## config.mk

```make
export PLATFORM = sky130hd
export DESIGN_NAME = symbol_width_repacker
export DESIGN_NICKNAME = d
export VERILOG_FILES = /design/src/hdl/swr_pkg.sv /design/src/hdl/swr_bitbuf.sv /design/src/hdl/symbol_width_repacker.sv
export VERILOG_INCLUDE_DIRS = /design/src /design/src/hdl
export SDC_FILE = /design/constraint.sdc
export NUM_CORES = 1
export LEC_CHECK = 0
export BUFFER_PORTS_ARGS = -buffer_cell sky130_fd_sc_hd__buf_4
export CAP_MARGIN = 10
export CORE_MARGIN = 2
export CORE_UTILIZATION = 55
export CTS_BUF_LIST = sky130_fd_sc_hd__clkbuf_4 sky130_fd_sc_hd__clkbuf_8
export CTS_CLUSTER_SIZE = 24
export DETAILED_ROUTE_END_ITERATION = 8
export PLACE_DENSITY = 0.74
export SLEW_MARGIN = 20
export SYNTH_ARGS = -nofsm -noshare
export SYNTH_HDL_FRONTEND = slang
export SYNTH_HIERARCHICAL = 1
export SYNTH_SLANG_ARGS = --single-unit
```

## constraint.sdc

```tcl
create_clock -name clk -period 5.2 [get_ports clk]
set_input_delay 0.52 -clock clk [delete_from_list [all_inputs] [get_ports clk]]
set_output_delay 0.52 -clock clk [all_outputs]
set_load 0.01 [all_outputs]
```

## src/hdl/symbol_width_repacker_defines.svh

```systemverilog
// Assertion macros used by the repacker top level.
`ifndef SYMBOL_WIDTH_REPACKER_DEFINES_SVH
`define SYMBOL_WIDTH_REPACKER_DEFINES_SVH

// Same-cycle implication, disabled during reset.
`define SWR_ASSERT_NOW(label, clk, rst_n, ante, cons, msg) \
    label: assert property (@(posedge clk) disable iff (!rst_n) (ante) |-> (cons)) \
        else $error(msg);

// Next-cycle implication, disabled during reset.
`define SWR_ASSERT_NEXT(label, clk, rst_n, ante, cons, msg) \
    label: assert property (@(posedge clk) disable iff (!rst_n) (ante) |=> (cons)) \
        else $error(msg);

`endif

```

## src/hdl/swr_pkg.sv

```systemverilog
// Shared types, constants and helpers of the symbol width repacker.
package swr_pkg;

    localparam int SYM_W       = 8;
    localparam int CFG_W       = 4;
    localparam int BUF_W       = 15;
    localparam int CNT_W       = 4;
    localparam int MAX_RESULTS = 8;
    localparam int NOUT_W      = 4;
    localparam int CFG_IDX_W   = 2;

    typedef enum logic [CFG_IDX_W-1:0] {
        REG_SRC_BITS     = 2'd0,
        REG_DST_BITS     = 2'd1,
        REG_EMIT_PARTIAL = 2'd2
    } cfg_reg_t;

    // Bit buffer controls: clear wins over shift, shift and load never coincide.
    typedef struct packed {
        logic load;
        logic shift;
        logic clear;
    } buf_ctrl_t;

    // Zero acts as one, anything above eight acts as eight.
    function automatic logic [CFG_W-1:0] clamp_width(input logic [CFG_W-1:0] w);
        logic [CFG_W-1:0] r;
        r = w;
        if (w == '0)
            r = CFG_W'(1);
        else if (w > CFG_W'(SYM_W))
            r = CFG_W'(SYM_W);
        return r;
    endfunction

    // Low-order mask of w ones, w in 1..8.
    function automatic logic [SYM_W-1:0] low_mask(input logic [CFG_W-1:0] w);
        logic [SYM_W:0] m;
        m = ((SYM_W+1)'(1) << w) - (SYM_W+1)'(1);
        return m[SYM_W-1:0];
    endfunction

endpackage

```

## src/hdl/swr_bitbuf.sv

```systemverilog
// Bit buffer: inserts input symbols above the held bits, shifts out one symbol a cycle while shift is set.
module swr_bitbuf (
    input  logic                    clk,
    input  logic                    rst_n,
    input  swr_pkg::buf_ctrl_t      ctrl,
    input  logic [swr_pkg::SYM_W-1:0] sym,
    input  logic [swr_pkg::CFG_W-1:0] src_w,
    input  logic [swr_pkg::CFG_W-1:0] dst_w,
    output logic [swr_pkg::BUF_W-1:0] bits,
    output logic [swr_pkg::CNT_W-1:0] count
);
    import swr_pkg::*;

    logic [BUF_W-1:0] bits_reg,  bits_next;
    logic [CNT_W-1:0] count_reg, count_next;

    always_comb
    begin
        bits_next  = bits_reg;
        count_next = count_reg;
        if (ctrl.clear)
        begin
            bits_next  = '0;
            count_next = '0;
        end
        else if (ctrl.shift)
        begin
            // drop one output symbol from the low end
            bits_next  = bits_reg >> dst_w;
            count_next = count_reg - dst_w;
        end
        else if (ctrl.load)
        begin
            // place the new symbol above the held bits
            bits_next  = bits_reg | (BUF_W'(sym) << count_reg);
            count_next = count_reg + src_w;
        end
    end

    always_ff @(posedge clk or negedge rst_n)
    begin
        if (!rst_n)
        begin
            bits_reg  <= '0;
            count_reg <= '0;
        end
        else
        begin
            bits_reg  <= bits_next;
            count_reg <= count_next;
        end
    end

    assign bits  = bits_reg;
    assign count = count_reg;

endmodule

```

## src/hdl/symbol_width_repacker.sv

```systemverilog
// Symbol width repacker top level: config registers, result sequencing, output register.
//
//  channel | signals                                  | direction
//  --------+------------------------------------------+----------
//  in      | in_valid, in_ready, in_symbol, in_last   | sink
//  out     | out_valid, out_ready, out_symbol,        | source
//          | run_last, message_end                    |
//  cfg     | cfg_valid, cfg_ready, cfg_index, cfg_data| sink
//
// An item is first inserted into the bit buffer; then its results, n of them (0..8), are
// shifted out of the buffer one per cycle while the output register can take them.
// Reset clears the buffer and restores src_bits 8, dst_bits 6, emit_partial 1.
// The output register frees the sequencer, so the next item is taken while the last
// result still waits; a stalled output holds the sequencer at its current result.
// Config writes are taken every cycle.
`include "symbol_width_repacker_defines.svh"

module symbol_width_repacker (
    input  logic                          clk,
    input  logic                          rst_n,
    input  logic                          in_valid,
    output logic                          in_ready,
    input  logic [swr_pkg::SYM_W-1:0]     in_symbol,
    input  logic                          in_last,
    output logic                          out_valid,
    input  logic                          out_ready,
    output logic [swr_pkg::SYM_W-1:0]     out_symbol,
    output logic                          run_last,
    output logic                          message_end,
    input  logic                          cfg_valid,
    output logic                          cfg_ready,
    input  logic [swr_pkg::CFG_IDX_W-1:0] cfg_index,
    input  logic [swr_pkg::CFG_W-1:0]     cfg_data
);
    import swr_pkg::*;

    logic [CFG_W-1:0]  src_bits_reg, src_bits_next;
    logic [CFG_W-1:0]  dst_bits_reg, dst_bits_next;
    logic              emit_partial_reg, emit_partial_next;

    logic              busy_reg, busy_next;
    logic              last_reg, last_next;
    logic [NOUT_W-1:0] nout_reg, nout_next;

    logic              out_valid_reg, out_valid_next;
    logic [SYM_W-1:0]  out_symbol_reg, out_symbol_next;
    logic              run_last_reg, run_last_next;
    logic              message_end_reg, message_end_next;

    logic [CFG_W-1:0]  sw, dw;
    logic [BUF_W-1:0]  bits;
    logic [CNT_W-1:0]  count;
    logic [CNT_W-1:0]  count_after;
    logic [NOUT_W-1:0] nout_inc;
    buf_ctrl_t         ctrl;
    logic              in_accept, slot_free;
    logic              full, partial_now, any_out, more, emit, finish;

    assign sw        = clamp_width(src_bits_reg);
    assign dw        = clamp_width(dst_bits_reg);
    assign in_ready  = !busy_reg;
    assign cfg_ready = 1'b1;
    assign in_accept = in_valid && in_ready;
    assign slot_free = !out_valid_reg || out_ready;

    swr_bitbuf u_bitbuf (
        .clk   (clk),
        .rst_n (rst_n),
        .ctrl  (ctrl),
        .sym   (in_symbol & low_mask(sw)),
        .src_w (sw),
        .dst_w (dw),
        .bits  (bits),
        .count (count)
    );

    always_comb
    begin
        nout_inc    = nout_reg + NOUT_W'(1);
        count_after = count - dw;
        full        = busy_reg && (count >= dw) && (nout_reg < NOUT_W'(MAX_RESULTS));
        partial_now = busy_reg && !full && last_reg && emit_partial_reg
                      && (count != '0) && (nout_reg < NOUT_W'(MAX_RESULTS));
        any_out     = full || partial_now;
        // another result follows the one taken now
        more        = full && (nout_inc < NOUT_W'(MAX_RESULTS))
                      && ((count_after >= dw)
                          || (last_reg && emit_partial_reg && (count_after != '0)));
        emit        = any_out && slot_free;
        finish      = busy_reg && (!any_out || (slot_free && !more));

        ctrl.load   = in_accept;
        ctrl.shift  = emit && full;
        ctrl.clear  = finish && last_reg;
    end

    always_comb
    begin
        src_bits_next     = src_bits_reg;
        dst_bits_next     = dst_bits_reg;
        emit_partial_next = emit_partial_reg;
        if (cfg_valid && cfg_ready)
        begin
            case (cfg_index)
                REG_SRC_BITS:     src_bits_next     = cfg_data;
                REG_DST_BITS:     dst_bits_next     = cfg_data;
                REG_EMIT_PARTIAL: emit_partial_next = cfg_data[0];
                default:          ;
            endcase
        end

        busy_next = busy_reg;
        last_next = last_reg;
        nout_next = nout_reg;
        if (in_accept)
        begin
            busy_next = 1'b1;
            last_next = in_last;
            nout_next = '0;
        end
        else
        begin
            if (emit)
                nout_next = nout_inc;
            if (finish)
                busy_next = 1'b0;
        end

        out_valid_next   = out_valid_reg;
        out_symbol_next  = out_symbol_reg;
        run_last_next    = run_last_reg;
        message_end_next = message_end_reg;
        if (emit)
        begin
            out_valid_next   = 1'b1;
            out_symbol_next  = bits[SYM_W-1:0] & low_mask(dw);
            run_last_next    = !more;
            message_end_next = !more && last_reg;
        end
        else if (out_ready)
            out_valid_next = 1'b0;
    end

    always_ff @(posedge clk or negedge rst_n)
    begin
        if (!rst_n)
        begin
            src_bits_reg     <= CFG_W'(8);
            dst_bits_reg     <= CFG_W'(6);
            emit_partial_reg <= 1'b1;
            busy_reg         <= 1'b0;
            last_reg         <= 1'b0;
            nout_reg         <= '0;
            out_valid_reg    <= 1'b0;
        end
        else
        begin
            src_bits_reg     <= src_bits_next;
            dst_bits_reg     <= dst_bits_next;
            emit_partial_reg <= emit_partial_next;
            busy_reg         <= busy_next;
            last_reg         <= last_next;
            nout_reg         <= nout_next;
            out_valid_reg    <= out_valid_next;
        end
    end

    always_ff @(posedge clk)
    begin
        out_symbol_reg  <= out_symbol_next;
        run_last_reg    <= run_last_next;
        message_end_reg <= message_end_next;
    end

    assign out_valid   = out_valid_reg;
    assign out_symbol  = out_symbol_reg;
    assign run_last    = run_last_reg;
    assign message_end = message_end_reg;

    `SWR_ASSERT_NOW(a_idle_count, clk, rst_n, !busy_reg, count <= CNT_W'(7), "idle bit count above seven")
    `SWR_ASSERT_NOW(a_idle_clean, clk, rst_n, !busy_reg, (bits >> count) == '0, "stale bits above bit count")
    `SWR_ASSERT_NOW(a_end_on_run_last, clk, rst_n, out_valid_reg && message_end_reg, run_last_reg, "message end without run last")
    `SWR_ASSERT_NEXT(a_final_frees, clk, rst_n, emit && !more, !busy_reg, "sequencer still busy after final result")

endmodule
```

Yosys cells after proc, flatten, opt, wreduce, memory -nomap -nowiden
Cells that the tools add are included.

Flip-flop bits (word level): 45. Output and inout bits: 13. Word-level logic and storage cells: 87.

Add/sub/neg operators: 5. $lt $le $gt $ge: 6. Eq/ne operators: 2. Shift-type cells: 4. Muxes and demuxes: 16. Bitwise gates (word level): 3. Reductions and logical operators: 39.

Operators with widths (count): 15-bit two-way mux (3); 4-bit two-way mux (9); 1-bit logical AND (18); 8-bit bitwise AND (2); 1-bit by 4-bit left shift with 8-bit output (first input constant) (2); 8-bit by 2-bit subtractor with 8-bit output (second input constant) (2); 15-bit OR (1); 8-bit by 4-bit left shift with 15-bit output (1); 15-bit by 4-bit >> shifter with 15-bit output (1); 4-bit >= comparator (2); 4-bit greater-than comparator (second input constant) (2); 4-bit zero test (2); 4-bit less-than comparator (second input constant) (2); 4-bit nonzero test (2); 2-bit AND reduction (3); 2-bit nonzero test (3); 1-bit zero test (5); 4-bit by 1-bit adder with 4-bit output (second input constant) (1); 4-bit adder (1); 1-bit logical OR (4); 1-bit two-way mux (4); 4-bit subtractor (1); 3-bit nonzero test (1); 2-bit by 1-bit equality test with 1-bit output (second input constant) (1); 2 further kinds (2).

Logic depth before layout (Yosys ltp)
Depth after elaboration: 18. Gate-level depth with buffers: 19. Depth with buffers taken out: 17.

Modules after synthesis
The synthesis kept the hierarchy.

By module, submodules not included: swr_bitbuf (instances 1, cells each 269, area each 2223.4 um2, sequential area each 475.5 um2); symbol_width_repacker (instances 1, cells each 152, area each 1586.5 um2, sequential area each 705.7 um2).

Worst setup path after synthesis
Ideal clock, no wire load.

Kind: reg-to-reg. Start: register dst_bits_reg[2]. End: register u_bitbuf.count_reg[3] (netlist: u_bitbuf/count[3]). Setup time: 0.077 ns. Arrival: 3.778 ns. Required time: 5.123 ns. Path slack: 1.345 ns. Stages on the path, launching flop included: 20. Path buffers: 2. Cell sequence: dfstp_2 > nor2_2 > o21a_4 > ha_1 > inv_1 > fa_1 > a21oi_1 > o21a_1 > or2_2 > nor2_1 > buf_2 > buf_1 > mux2_2 > inv_1 > ha_1 > nand2_1 > o21ai_0 > xor2_1 > or3_1 > a21oi_1.

RTL lines: start: declaration (RTL line symbol_width_repacker.sv:38) `logic [CFG_W-1:0] dst_bits_reg, dst_bits_next;`; start signal: assignment (RTL line symbol_width_repacker.sv:159) `dst_bits_reg <= dst_bits_next;`; end signal: assignment (RTL line swr_bitbuf.sv:50) `count_reg <= count_next;`; end: declaration (RTL line swr_bitbuf.sv:15) `logic [CNT_W-1:0] count_reg, count_next;`.

==> impl_metrics.toml <==
[layout]
antenna-diode-count = 0
fillers = 594
layout.cells.most_common_list = "buf_4, nand2_1, dfrtp_1"
largest_register_ff_count = 15
fin_nets = 472
drive_gt1_share_pct = 20.4
area_of_combinational_cells_with_multiple_inputs_sq_um = 2410
ff_latch_area_sq_um = 1180
final_common_cell = "buf_4"
synthToLayoutAreaGrowth_pct = 7.78
post-route-util_pct = 60.8

[setup_path]
worst_setup_path_end_kind = "flip-flop"
crit_path_max_fanout = 29
setup.worst_path.start_class = "flip-flop"
r2r_setup_slack_ns = 0.71
critPathKind = "reg2reg"
reg2reg_depth = 16
worstReg2RegStart = "dst_bits_reg[1]"
worst_ep_required_time_ns = 5.40
critical_path.reg2reg.endpoint = "u_bitbuf/bits[1]"
worstPathArrival_ns = 4.69

[clock_network]
clock_tree.buffer_depth = 2
tritoncts = "yes"
post_cts_resized = 0
clk_transition_reported_paths_ns = 0.10
ctsHoldBuffers = 0
skew_pair_late_insertion_delay_ns = 0.31
post_cts.repair.setup_buffers = 0
clock-sinks = 45
cts-buffers-inserted = 5
cts_root_buf = "clkbuf_8"
htree_levels = 2

[yosys]
dominantRegCellSynth = "dfrtp_1"
ys_seq_elements = 45
postSynth.asyncResetShare_pct = 77.8
synthesis.instances = 421
synth-edff-count = 10
yosysWarningCount = 6
syn_avg_cell_area_sq_um = 9.05
netlist-cell-type-count = 78
total_standard_cell_area_after_synthesis_sq_um = 3810
ys_seq_area_share_pct = 31.0

[sta]
worst_hold_slack_ns = 0.151
final_period_minus_worst_setup_slack_ns = 4.49
worst_slew_pin_slew_ns = 1.05
timing.final.crit_share_pct = 86.4
timing.final.max_slew_violations = 0
rsz_0062_raised_after_global_routing = "false"
setup_total_neg_slack_ns = 0
hold_violations = 0
maxSlewHeadroom_pct = 30.1
worst_clock_skew_ns = 0.0118
fmax_mhz = 223
setup_violations = 0

[hold_path]
hold_path.class = "in2async"

[routing]
drtPass1Iterations = 7
number_of_nets_with_antenna_violations_after_routing = 0
remaining_routing_drc_violations = 0
initialDrtViolationCount = 259
route.met3.wl_um = 638
route.layer.met1.wl_mm = 4.24
drt-vias-per-instance = 6.50
avgRoutedWirePerCell_um = 18.7
highest-signal-layer = "met4"
met2RoutedLength_mm = 4.50
vias = 3356
route.final.wire_length_mm = 9.65

[die]
design.core.area_sq_um = 6760
die_area_sq_um = 7610
floorplan.initialDensity_pct = 56.4
design.portCount = 33
floorplan.die.height_um = 87.2
die_w_um = 87.2
core.rowCount = 30

[global_route]
grt_pass1_vias = 3218
grt.total_usage_pct = 27.2
global_route.overflow_total = 0
global_route_wire_length_before_repair_mm = 16.2
grt_max_degree = 36
grt_antenna_before_repair = 0

[power_and_ir_drop]
power.ir.vdd_worst_mv = 0.227
power.static_leakage_nw = 1.69
powerDensity_nw_per_um2 = 572

[place]
dp_hpwl_mm = 7.03
input_output_buffers = 31
final_wtd_congestion = 0.994

[run_status]
run_status = "finished, final reports clean"

[flow_run]
max_cap_viol_count = 0
==> cells in the mapped netlist (2+ instances only) <==
library cell / instances / area share, %
a31oi_1: 10 / 1.6
dfstp_2: 4 / 2.8
o22ai_1: 3 / 0.49
buf_6: 5 / 1.5
nor4b_1: 2 / 0.46
fa_1: 2 / 1.1
or2_2: 6 / 0.99
inv_2: 2 / 0.20
a22oi_1: 2 / 0.39
nor2_1: 28 / 2.8
clkinv_1: 2 / 0.20
and2_1: 9 / 1.5
nand2b_1: 6 / 0.99
o221ai_1: 3 / 0.69
a211oi_1: 2 / 0.39
a21boi_0: 2 / 0.39
nand4_1: 2 / 0.33
or3_1: 8 / 1.3
nor4_1: 3 / 0.49
ha_1: 15 / 4.9
mux2_2: 19 / 5.6
mux4_2: 4 / 2.4
nor2b_1: 11 / 1.8
dfrtp_1: 31 / 20
o211ai_1: 5 / 0.99
mux2i_1: 29 / 7.6
o21ai_0: 21 / 2.8
edfxtp_1: 10 / 7.9
inv_1: 13 / 1.3
o21a_1: 5 / 0.99
o31ai_1: 2 / 0.39
nand2_1: 33 / 3.3
a311oi_1: 2 / 0.46
a211oi_2: 2 / 0.66
nor3b_1: 3 / 0.59
xor2_1: 8 / 1.8
a21oi_1: 26 / 3.4
nand3_1: 7 / 0.92
nand3b_1: 3 / 0.59
clkbuf_1: 15 / 1.5
nor3_1: 12 / 1.6
buf_2: 8 / 1.1
==> metal layers <==
layer,global-route usage [%],vias up
met1,37.8,1582
li1,-,1575
met4,9.51,0
met2,43.7,162
met3,3.41,37
met5,0,-
==> kinds of logic after synthesis <==
group | count (synthesis) | synth area share [%]
other cells | 1 | 0.0984
buf+inv | 47 | 5.98
simple gates | 143 | 19.8
xor+xnor | 9 | 2.07
flops | 45 | 31.0
mux | 55 | 16.9
fa+ha+maj | 17 | 5.98
compound gates | 104 | 18.2
==> power breakdown <==
part           total [W]  internal, W  leakage, nW  switching (W)
clock network   0.000230    0.0000956       0.0445       0.000134
registers       0.000705     0.000511        0.535       0.000194
logic            0.00141     0.000616         1.11       0.000798
total            0.00235      0.00122         1.69        0.00113
==> worst max-delay path, cell delays in order (launching register included) <==
cell,delay (ns)
dfstp_2,0.41
nor2_2,0.14
o21a_4,0.40
ha_1,0.24
inv_1,0.05
fa_1,0.39
xor2_1,0.19
ha_1,0.28
o211ai_1,0.07
or3_1,0.32
a311o_1,0.40
and4_1,0.41
nor4b_2,0.40
nand2_1,0.16
a41oi_1,0.23
a21oi_1,0.07
a41o_1,0.21
==> worst max path at each step <==
stage	from	endpoint	cells past startpoint
floorplan	dst_bits_reg[2]	u_bitbuf/count[3]	19
global placement	dst_bits_reg[1]	u_bitbuf/bits[4]	16
detailed placement	dst_bits_reg[1]	u_bitbuf/bits[4]	16
CTS	dst_bits_reg[1]	u_bitbuf/bits[4]	16
global route	dst_bits_reg[1]	u_bitbuf/bits[4]	16
finish	dst_bits_reg[1]	u_bitbuf/bits[1]	16
==> through the flow <==
| stage | std cells | worst slack, ns | power, W | cell area [sq um] |
|---|---|---|---|---|
| after floorplan | 423 | 1.34 | 0.00175 | 3820 |
| after global placement | 508 | 0.894 | 0.00207 | 4020 |
| after detailed placement | 508 | 0.765 | 0.00210 | 4020 |
| after CTS | 516 | 0.752 | 0.00233 | 4110 |
| after global routing | 516 | 0.423 | 0.00254 | 4110 |
| final | 516 | 0.706 | 0.00235 | 4110 |
==> final cells by class <==
cell class                      instances  share of cell area, %
Timing Repair Buffer                   35                   6.40
Clock buffer                            5                   1.68
Inverter                               17                   1.55
Clock inverter                          3                  0.518
Sequential cell                        45                   28.8
Multi-Input combinational cell        331                   58.7
Tap cell                               80                   2.44
Note: power is estimated with default switching activity, not from simulation.
